<file path="src/hw/rtl/ipcm_pkg.sv">
// Shared types, constants and palette tables for the iteration palette color map.
// Used by every module under hw/rtl; depends on nothing.
package ipcm_pkg;

    localparam int PALETTE_ENTRIES = 6;
    localparam int FRACTION_BITS   = 8;

    localparam int COUNT_W     = 16;
    localparam int DIV_W       = 16;
    localparam int COLOR_W     = 24;
    localparam int CHAN_W      = 8;
    localparam int CFG_INDEX_W = 2;
    localparam int CFG_DATA_W  = 16;
    localparam int NUM_PALETTES = 4;
    localparam int TABLE_SIZE  = 6;

    localparam logic [DIV_W-1:0] ITER_LIMIT_RESET = 16'd100;

    // Register index codes
    localparam logic [CFG_INDEX_W-1:0] REG_PALETTE_SELECT = 2'd0;
    localparam logic [CFG_INDEX_W-1:0] REG_ITER_LIMIT     = 2'd1;
    localparam logic [CFG_INDEX_W-1:0] REG_COLOR_SHIFT    = 2'd2;
    localparam logic [CFG_INDEX_W-1:0] REG_BLACK_AT_ZERO  = 2'd3;

    typedef struct packed {
        logic [1:0]         palette_select;
        logic [DIV_W-1:0]   iter_limit;
        logic [COUNT_W-1:0] color_shift;
        logic               black_at_zero;
    } ipcm_cfg_t;

    // neon, primary, rainbow, fire
    localparam logic [COLOR_W-1:0] PALETTE_TABLE [NUM_PALETTES][TABLE_SIZE] = '{
        '{24'h000000, 24'h00FF00, 24'h00FFFF, 24'hFF00FF, 24'hFF1493, 24'hFF4500},
        '{24'h0000FF, 24'hFF0000, 24'hFF00FF, 24'h00FF00, 24'h0000FF, 24'hFFFF00},
        '{24'h0000FF, 24'h00FFFF, 24'h00FF00, 24'hFFFF00, 24'hFFA500, 24'hFF0000},
        '{24'h330000, 24'h661400, 24'hCC3300, 24'hFF6600, 24'hFFCC00, 24'hFFFF99}
    };

    // Entries past the end of a built-in palette read as black.
    function automatic logic [COLOR_W-1:0] palette_color(input logic [1:0] sel,
                                                         input logic [3:0] idx);
        logic [COLOR_W-1:0] color;
        color = '0;
        if (idx < 4'(TABLE_SIZE)) begin
            color = PALETTE_TABLE[sel][idx[2:0]];
        end
        return color;
    endfunction

endpackage

</file>
<file path="src/hw/rtl/iteration_palette_color_map.sv">
// Top level of the iteration palette color map: config registers, scaling stage,
// divider pipeline and blend stages. Depends on ipcm_pkg, ipcm_div_stage, ipcm_blend.
//
// Maps one 16-bit escape iteration count per beat to a 24-bit RGB color
// (red 23:16, green 15:8, blue 7:0). The count plus color_shift is scaled by
// the palette size and divided by the iteration limit register (zero is taken
// as one); the integer
// quotient modulo the palette size picks a color, the next entry wraps, and the
// FRACTION_BITS-bit fraction blends the two per channel, rounding toward the
// lower value. The block takes one beat per clock unless a stall on m_tready
// holds it, and holds one item in every stage. The stages are one scaling stage,
// one stage per quotient bit of the restoring divider, then palette lookup,
// multiply and finish stages. A stall on m_tready fills empty stages first and
// only then drops s_tready. Write the configuration port only while no beats
// are in flight.
module iteration_palette_color_map #(
    parameter int PALETTE_ENTRIES = ipcm_pkg::PALETTE_ENTRIES,
    parameter int FRACTION_BITS   = ipcm_pkg::FRACTION_BITS
) (
    input  logic                            aclk,
    input  logic                            aresetn,
    // Configuration write port
    input  logic                            cfg_wr_en,
    input  logic [ipcm_pkg::CFG_INDEX_W-1:0] cfg_index,
    input  logic [ipcm_pkg::CFG_DATA_W-1:0]  cfg_wdata,
    // Input stream
    input  logic                            s_tvalid,
    output logic                            s_tready,
    input  logic [ipcm_pkg::COUNT_W-1:0]     s_tdata,   // [15:0] iteration
    // Result stream
    output logic                            m_tvalid,
    input  logic                            m_tready,
    output logic [ipcm_pkg::COLOR_W-1:0]     m_tdata    // [23:0] rgb_color
);

    localparam int DW       = ipcm_pkg::DIV_W;
    localparam int NUM_W    = ipcm_pkg::COUNT_W + 1;
    localparam int IDX_W    = $clog2(PALETTE_ENTRIES);
    localparam int SCALED_W = NUM_W + $clog2(PALETTE_ENTRIES);
    localparam int Q_W      = SCALED_W + FRACTION_BITS;

    // ------------------------------------------------------------------
    // Configuration registers
    // ------------------------------------------------------------------
    ipcm_pkg::ipcm_cfg_t cfg_reg;
    logic [DW-1:0]       divisor;

    always_ff @(posedge aclk) begin
        if (!aresetn) begin
            cfg_reg.palette_select <= '0;
            cfg_reg.iter_limit     <= ipcm_pkg::ITER_LIMIT_RESET;
            cfg_reg.color_shift    <= '0;
            cfg_reg.black_at_zero  <= 1'b0;
        end else if (cfg_wr_en) begin
            unique case (cfg_index)
                ipcm_pkg::REG_PALETTE_SELECT: cfg_reg.palette_select <= cfg_wdata[1:0];
                ipcm_pkg::REG_ITER_LIMIT:     cfg_reg.iter_limit     <= cfg_wdata;
                ipcm_pkg::REG_COLOR_SHIFT:    cfg_reg.color_shift    <= cfg_wdata;
                ipcm_pkg::REG_BLACK_AT_ZERO:  cfg_reg.black_at_zero  <= cfg_wdata[0];
                default: ;
            endcase
        end
    end

    // A zero divisor behaves as one.
    assign divisor = (cfg_reg.iter_limit == '0) ? DW'(1) : cfg_reg.iter_limit;

    // ------------------------------------------------------------------
    // Divider pipeline links: index 0 is the scaling stage output,
    // index k the output of quotient step k.
    // ------------------------------------------------------------------
    logic [Q_W-1:0]           dvd   [Q_W+1];
    logic [DW-1:0]            rem   [Q_W+1];
    logic [IDX_W-1:0]         modv  [Q_W+1];
    logic [FRACTION_BITS-1:0] frac  [Q_W+1];
    logic                     blk   [Q_W+1];
    logic                     vld   [Q_W+1];
    logic                     rdy   [Q_W+1];

    // ------------------------------------------------------------------
    // Scaling stage: add the shift, multiply by the palette size
    // ------------------------------------------------------------------
    logic                scale_vld_reg;
    logic [SCALED_W-1:0] scaled_reg, scaled_next;
    logic                black_reg, black_next;
    logic [NUM_W-1:0]    num;
    logic                scale_ready;

    assign scale_ready = !scale_vld_reg || rdy[0];
    assign s_tready    = scale_ready;

    always_comb begin
        num         = {1'b0, cfg_reg.color_shift} + {1'b0, s_tdata};
        scaled_next = SCALED_W'(num) * SCALED_W'(PALETTE_ENTRIES);
        black_next  = cfg_reg.black_at_zero && (s_tdata == '0);
    end

    always_ff @(posedge aclk) begin
        if (!aresetn) begin
            scale_vld_reg <= 1'b0;
        end else if (scale_ready) begin
            scale_vld_reg <= s_tvalid;
        end
    end

    always_ff @(posedge aclk) begin
        if (scale_ready && s_tvalid) begin
            scaled_reg <= scaled_next;
            black_reg  <= black_next;
        end
    end

    // Dividend is the scaled value with the fraction bits appended as zeros,
    // so one quotient carries both the palette position and the blend weight.
    assign vld[0]  = scale_vld_reg;
    assign dvd[0]  = {scaled_reg, {FRACTION_BITS{1'b0}}};
    assign rem[0]  = '0;
    assign modv[0] = '0;
    assign frac[0] = '0;
    assign blk[0]  = black_reg;

    genvar k;
    generate
        for (k = 1; k <= Q_W; k++) begin : g_div
            ipcm_div_stage #(
                .Q_W     (Q_W),
                .IDX_W   (IDX_W),
                .FB      (FRACTION_BITS),
                .PE      (PALETTE_ENTRIES),
                .IS_FRAC (k > SCALED_W)
            ) u_step (
                .aclk      (aclk),
                .aresetn   (aresetn),
                .divisor   (divisor),
                .in_valid  (vld[k-1]),
                .in_ready  (rdy[k-1]),
                .in_dvd    (dvd[k-1]),
                .in_rem    (rem[k-1]),
                .in_mod    (modv[k-1]),
                .in_frac   (frac[k-1]),
                .in_black  (blk[k-1]),
                .out_valid (vld[k]),
                .out_ready (rdy[k]),
                .out_dvd   (dvd[k]),
                .out_rem   (rem[k]),
                .out_mod   (modv[k]),
                .out_frac  (frac[k]),
                .out_black (blk[k])
            );
        end
    endgenerate

    // ------------------------------------------------------------------
    // Palette lookup and blend; its last stage is the output register
    // ------------------------------------------------------------------
    ipcm_blend #(
        .IDX_W (IDX_W),
        .FB    (FRACTION_BITS),
        .PE    (PALETTE_ENTRIES)
    ) u_blend (
        .aclk      (aclk),
        .aresetn   (aresetn),
        .cfg       (cfg_reg),
        .in_valid  (vld[Q_W]),
        .in_ready  (rdy[Q_W]),
        .in_mod    (modv[Q_W]),
        .in_frac   (frac[Q_W]),
        .in_black  (blk[Q_W]),
        .out_valid (m_tvalid),
        .out_ready (m_tready),
        .out_color (m_tdata)
    );

    // ------------------------------------------------------------------
    // Assertions
    // ------------------------------------------------------------------
    // An empty or draining output stage must open the input side.
    assert property (@(posedge aclk) disable iff (!aresetn)
        (m_tready || !m_tvalid) |-> s_tready)
        else $error("input stalled while the output stage can advance");

    // After the last quotient step the remainder stays below the divisor.
    assert property (@(posedge aclk) disable iff (!aresetn)
        vld[Q_W] |-> (rem[Q_W] < divisor))
        else $error("divider remainder not reduced");

    // The palette index stays within the palette.
    assert property (@(posedge aclk) disable iff (!aresetn)
        vld[Q_W] |-> ({1'b0, modv[Q_W]} < (IDX_W+1)'(PALETTE_ENTRIES)))
        else $error("palette index out of range");

endmodule

</file>
<file path="src/hw/rtl/ipcm_div_stage.sv">
// One restoring-division step with its own pipeline register and handshake.
// Depends on ipcm_pkg for widths.
module ipcm_div_stage #(
    parameter int Q_W     = 28,
    parameter int IDX_W   = 3,
    parameter int FB      = 8,
    parameter int PE      = 6,
    parameter bit IS_FRAC = 1'b0
) (
    input  logic                      aclk,
    input  logic                      aresetn,
    input  logic [ipcm_pkg::DIV_W-1:0] divisor,
    input  logic                      in_valid,
    output logic                      in_ready,
    input  logic [Q_W-1:0]            in_dvd,
    input  logic [ipcm_pkg::DIV_W-1:0] in_rem,
    input  logic [IDX_W-1:0]          in_mod,
    input  logic [FB-1:0]             in_frac,
    input  logic                      in_black,
    output logic                      out_valid,
    input  logic                      out_ready,
    output logic [Q_W-1:0]            out_dvd,
    output logic [ipcm_pkg::DIV_W-1:0] out_rem,
    output logic [IDX_W-1:0]          out_mod,
    output logic [FB-1:0]             out_frac,
    output logic                      out_black
);

    localparam int RW = ipcm_pkg::DIV_W;

    logic              valid_reg;
    logic [Q_W-1:0]    dvd_reg, dvd_next;
    logic [RW-1:0]     rem_reg, rem_next;
    logic [IDX_W-1:0]  mod_reg, mod_next;
    logic [FB-1:0]     frac_reg, frac_next;
    logic              black_reg;

    logic [RW:0]       trial;
    logic [RW:0]       diff;
    logic              ge;

    assign in_ready = !valid_reg || out_ready;

    always_comb begin
        trial    = {in_rem, in_dvd[Q_W-1]};
        diff     = trial - {1'b0, divisor};
        ge       = (trial >= {1'b0, divisor});
        rem_next = ge ? diff[RW-1:0] : trial[RW-1:0];
        dvd_next = {in_dvd[Q_W-2:0], 1'b0};
    end

    generate
        if (IS_FRAC) begin : g_frac
            // Fraction bits shift in; the palette index is already final.
            assign frac_next = {in_frac[FB-2:0], ge};
            assign mod_next  = in_mod;
        end else begin : g_whole
            // Keep the integer quotient reduced modulo the palette size.
            logic [IDX_W:0] mx;
            logic [IDX_W:0] mx_sub;
            assign mx        = {in_mod, ge};
            assign mx_sub    = mx - (IDX_W+1)'(PE);
            assign mod_next  = (mx >= (IDX_W+1)'(PE)) ? mx_sub[IDX_W-1:0] : mx[IDX_W-1:0];
            assign frac_next = in_frac;
        end
    endgenerate

    always_ff @(posedge aclk) begin
        if (!aresetn) begin
            valid_reg <= 1'b0;
        end else if (in_ready) begin
            valid_reg <= in_valid;
        end
    end

    always_ff @(posedge aclk) begin
        if (in_ready && in_valid) begin
            dvd_reg   <= dvd_next;
            rem_reg   <= rem_next;
            mod_reg   <= mod_next;
            frac_reg  <= frac_next;
            black_reg <= in_black;
        end
    end

    assign out_valid = valid_reg;
    assign out_dvd   = dvd_reg;
    assign out_rem   = rem_reg;
    assign out_mod   = mod_reg;
    assign out_frac  = frac_reg;
    assign out_black = black_reg;

endmodule

</file>
<file path="src/hw/rtl/ipcm_blend.sv">
// Palette lookup and per-channel linear blend: lookup, multiply and finish stages.
// Depends on ipcm_pkg for the palette tables and the configuration type.
module ipcm_blend #(
    parameter int IDX_W = 3,
    parameter int FB    = 8,
    parameter int PE    = 6
) (
    input  logic                        aclk,
    input  logic                        aresetn,
    input  ipcm_pkg::ipcm_cfg_t         cfg,
    input  logic                        in_valid,
    output logic                        in_ready,
    input  logic [IDX_W-1:0]            in_mod,
    input  logic [FB-1:0]               in_frac,
    input  logic                        in_black,
    output logic                        out_valid,
    input  logic                        out_ready,
    output logic [ipcm_pkg::COLOR_W-1:0] out_color
);

    localparam int CW = ipcm_pkg::CHAN_W;
    localparam int PW = FB + CW;
    localparam int NCH = 3;

    // Lookup stage
    logic                         v1_reg;
    logic [ipcm_pkg::COLOR_W-1:0] ca_reg, ca_next;
    logic [ipcm_pkg::COLOR_W-1:0] cb_reg, cb_next;
    logic [FB-1:0]                t1_reg;
    logic                         blk1_reg;
    logic [IDX_W-1:0]             ib;

    // Multiply stage
    logic                         v2_reg;
    logic [PW-1:0]                prod_reg [NCH];
    logic [PW-1:0]                prod_next [NCH];
    logic                         up_reg [NCH];
    logic                         up_next [NCH];
    logic [CW-1:0]                a_reg [NCH];
    logic                         blk2_reg;

    // Finish stage
    logic                         v3_reg;
    logic [ipcm_pkg::COLOR_W-1:0] color_reg, color_next;

    logic r1, r2, r3;

    assign r3       = !v3_reg || out_ready;
    assign r2       = !v2_reg || r3;
    assign r1       = !v1_reg || r2;
    assign in_ready = r1;

    always_comb begin
        ib      = (in_mod == IDX_W'(PE - 1)) ? '0 : in_mod + IDX_W'(1);
        ca_next = ipcm_pkg::palette_color(cfg.palette_select, 4'(in_mod));
        cb_next = ipcm_pkg::palette_color(cfg.palette_select, 4'(ib));
    end

    genvar ch;
    generate
        for (ch = 0; ch < NCH; ch++) begin : g_chan
            logic [CW-1:0] a, b, d;
            logic [PW-1:0] p_lo;
            logic [PW:0]   p_up;
            logic [CW-1:0] step_dn;
            logic [CW-1:0] step_up;

            assign a             = ca_reg[ch*CW +: CW];
            assign b             = cb_reg[ch*CW +: CW];
            assign up_next[ch]   = (b >= a);
            assign d             = up_next[ch] ? (b - a) : (a - b);
            assign prod_next[ch] = PW'(t1_reg) * PW'(d);

            // Downward blend rounds the magnitude up so the result floors.
            assign p_lo    = prod_reg[ch];
            assign p_up    = {1'b0, p_lo} + (PW+1)'((1 << FB) - 1);
            assign step_up = p_lo[PW-1:FB];
            assign step_dn = p_up[PW-1:FB];
            assign color_next[ch*CW +: CW] = blk2_reg ? '0 :
                (up_reg[ch] ? (a_reg[ch] + step_up) : (a_reg[ch] - step_dn));
        end
    endgenerate

    always_ff @(posedge aclk) begin
        if (!aresetn) begin
            v1_reg <= 1'b0;
            v2_reg <= 1'b0;
            v3_reg <= 1'b0;
        end else begin
            if (r1) begin
                v1_reg <= in_valid;
            end
            if (r2) begin
                v2_reg <= v1_reg;
            end
            if (r3) begin
                v3_reg <= v2_reg;
            end
        end
    end

    always_ff @(posedge aclk) begin
        if (r1 && in_valid) begin
            ca_reg   <= ca_next;
            cb_reg   <= cb_next;
            t1_reg   <= in_frac;
            blk1_reg <= in_black;
        end
        if (r2 && v1_reg) begin
            for (int i = 0; i < NCH; i++) begin
                prod_reg[i] <= prod_next[i];
                up_reg[i]   <= up_next[i];
                a_reg[i]    <= ca_reg[i*CW +: CW];
            end
            blk2_reg <= blk1_reg;
        end
        if (r3 && v2_reg) begin
            color_reg <= color_next;
        end
    end

    assign out_valid = v3_reg;
    assign out_color = color_reg;

endmodule
</file>
<file path="config.mk">
export PLATFORM = sky130hd
export DESIGN_NAME = iteration_palette_color_map
export DESIGN_NICKNAME = d
export VERILOG_FILES = /design/src/hw/rtl/ipcm_pkg.sv /design/src/hw/rtl/iteration_palette_color_map.sv /design/src/hw/rtl/ipcm_div_stage.sv /design/src/hw/rtl/ipcm_blend.sv
export SDC_FILE = /design/constraint.sdc
export NUM_CORES = 2
export LEC_CHECK = 0
export BUFFER_PORTS_ARGS = -buffer_cell sky130_fd_sc_hd__buf_2
export CORE_ASPECT_RATIO = 1.5
export CORE_UTILIZATION = 43
export DETAILED_ROUTE_END_ITERATION = 6
export PLACE_DENSITY = 0.66
export SETUP_SLACK_MARGIN = 0.1
export SYNTH_ARGS = -nofsm -noshare
export SYNTH_HDL_FRONTEND = slang
export SYNTH_HIERARCHICAL = 1
export SYNTH_SLANG_ARGS = --single-unit
</file>
<file path="constraint.sdc">
create_clock -name aclk -period 10.17 [get_ports aclk]
set_input_delay 2.034 -clock aclk [delete_from_list [all_inputs] [get_ports aclk]]
set_output_delay 2.034 -clock aclk [all_outputs]
set_load 0.03 [all_outputs]
</file>
==> summary.md <==
| Metric | Value |
|---|---|
| DPL Wire Length | around 150000 um |
| IO Count | 65 |
| Total grt overflow | 0 |
| # fillers | about 17000 |
| Hold Startpoint | g_div[28].u_step/out_frac[5]$_DFFE_PP_ |
| Row cnt | 195 |
| Drt initial violations | around 3600 |
| Critical Path AT | about 7.7 ns |
| End of the worst hold path | u_blend/t1_reg[5]$_DFFE_PP_ |
| Crit path max fanout | 3 |
| Max_slew headroom | 0.244 |
| DP Area | 0.0835 mm^2 |
| Area grow syn2layout | 8.23% |
| Width of the die | around 360 um |
| Setup ws final | between 0.4 and 0.5 ns |
| Mapped Cells | 7655 |
| DRC | 1 |
| Clock Tree Buf Depth | 3 |
| Avg Vias per Cell | 5.67 |
| Total iterations of the first detailed-routing run | 7 |
| CTS Hold Buffers Added | 0 |
| Die height | ~530 um |
| Hold/Removal Path Class | reg -> reg |
| Clock sink total | approximately 1200 |
| Status | finished with violations |
| Cts bufs inserted | 115 |
| Tot Pwr | ~11 mW |
| Initial Utilization | 0.432 |
| Req. time, crit path | ~8.1 ns |
| Setup TNS | 0 ns |
| Most used cell, CP | nand2b_1 |
| Layout cells sized above 1 | 0.0991 |
| Power per Cell Area | approximately 130 mW/mm^2 |
| WL per Instance | roughly 20 um |
| Port buffer count | 64 |
| Max incr delay on CP | roughly 0.19 ns |
| Slowest-stage cell, CP | nor2b_4 |
| Vias in the first global route | about 59000 |
| Sequential cell area | between 0.03 and 0.04 mm^2 |
| Syn avg cell area | around 11 um^2 |
| Final slew viol count | 0 |
| Initial antenna violation count | 2 |
| Post-synthesis cell area | approximately 0.08 mm^2 |
| Critical Path Sink Type | primary output |
| Nets@finish | about 8500 |
| Failing checks | design-rule violations |
| Yosys warning total | 6 |
| CORE AREA | approximately 0.19 mm^2 |
| Final hold viol count | 0 |
| Reg2reg end | u_blend/prod_reg[0][47]$_DFFE_PP_ |
| Clock root buffer | clkbuf_16 |
| Global-route wire length before repair | roughly 320000 um |
| Fin util | 0.468 |
| Critical R2R Launch | u_blend/ca_reg[19]$_SDFFCE_PP0P_ |
| Unrepaired setup endpoints after global routing | no |
| # setup viols final | 0 |
| Clock Latency Late Sink | approximately 0.8 ns |
| Cells on worst reg2reg path | 25 |
| Max reg flops | ~430 |
| Crit share post-route | 0.952 |
| Leak Pwr | approximately 34 nW |
| Finished Layout Cells | 10300 |
| DRT antenna net count | 0 |
| Hold Path Depth | 0 |
| Multi-input gate area | 0.0417 mm^2 |
| Finished Cell Area | 0.0879 mm^2 |
| Worst slack, placed | -0.0416 ns |
| Maxcap violations | 0 |
| Htree depth | 3 |
| CTS tree | yes |
| Worst Clk Skew | just under 0.06 ns |
| Routed wire length | a little over 200000 um |
| Worst setup path class | in -> out |
| FMAX | 103 MHz |
| Slew @ Worst Pin | around 1.1 ns |
| GPL Wtd Cong | between 0.9 and 1 |
| GRT Util Overall | 0.214 |
| Largest net degree at the start of global routing | 68 |
| Total number of vias | between 50000 and 60000 |
| Worst IR Drop VDD | 0.000142 V |
| Post-Place Cells | ~10000 |
| Hold slack | approximately 0.39 ns |
| Clock transition at the registers of the reported paths | roughly 0.070 ns |
| Slack of the worst reg-to-reg path | 2.72 ns |
| Post-layout min period | approximately 9.7 ns |
| Setup crit start kind | primary input |
| Die area | roughly 0.19 mm^2 |
==> critical path: cells and delay by family <==
family	cells	cell delay, ns
buffers and inverters	3	0.44
and+or+nand+nor	31	5.16
==> area by class of cell <==
cell class | instances | area share
multi-input cells | 5393 | 0.475
well taps | 2462 | 0.0351
diodes | 2 | 0.0000570
clock inverters | 86 | 0.0141
clock buffers | 131 | 0.0345
flip-flops and latches | 1178 | 0.395
inverters | 897 | 0.0385
repair buffers | 114 | 0.00809
==> layout by cell type, fill, tap and decap left out, types with 162 or more instances in the layout <==
cell type and instances:
o21ai_0 451, xor2_1 162, nor2_1 452, edfxtp_1 1111, a21oi_1 397, xnor2_1 191, inv_1 888, ha_1 658
nand3_1 170, nand2_1 517
==> worst max-delay path by stage <==
| stage | from | slack [ns] | to | depth (start not counted) |
|---|---|---|---|---|
| 6_report | m_tready | 0.49 | s_tready | 34 |
| 4_1_cts | m_tready | 0.14 | s_tready | 34 |
| 3_3_place_gp | m_tready | -0.15 | s_tready | 34 |
| 3_5_place_dp | m_tready | -0.04 | s_tready | 34 |
| 2_1_floorplan | m_tready | 1.26 | s_tready | 31 |
| 5_1_grt | m_tready | 0.1 | s_tready | 34 |
==> power breakdown <==
part / internal (mW) / switching, mW / leakage [nW] / total, mW
Clock: 2.76 / 1.99 / 2.05 / 4.75
Sequential: 5.36 / 0.0332 / 10.6 / 5.39
Combinational: 0.480 / 0.706 / 21.3 / 1.19
Total: 8.60 / 2.73 / 34.0 / 11.3
==> layer usage <==
metal | part of all wire | GRT usage | routed length [um]
met5 | 0 | 0 | 0
met4 | 0.076 | 0.145 | 15600
met3 | 0.035 | 0.0223 | 7340
met2 | 0.55 | 0.420 | 113000
met1 | 0.34 | 0.205 | 70800
==> repair_timing <==
| item | in CTS | in global routing |
|---|---|---|
| resized for setup | 3 | 10 |
| buffers inserted | 0 | 0 |
| setup endpoints to repair | 1 | 1 |
Note: power is estimated with default switching activity, not from simulation.
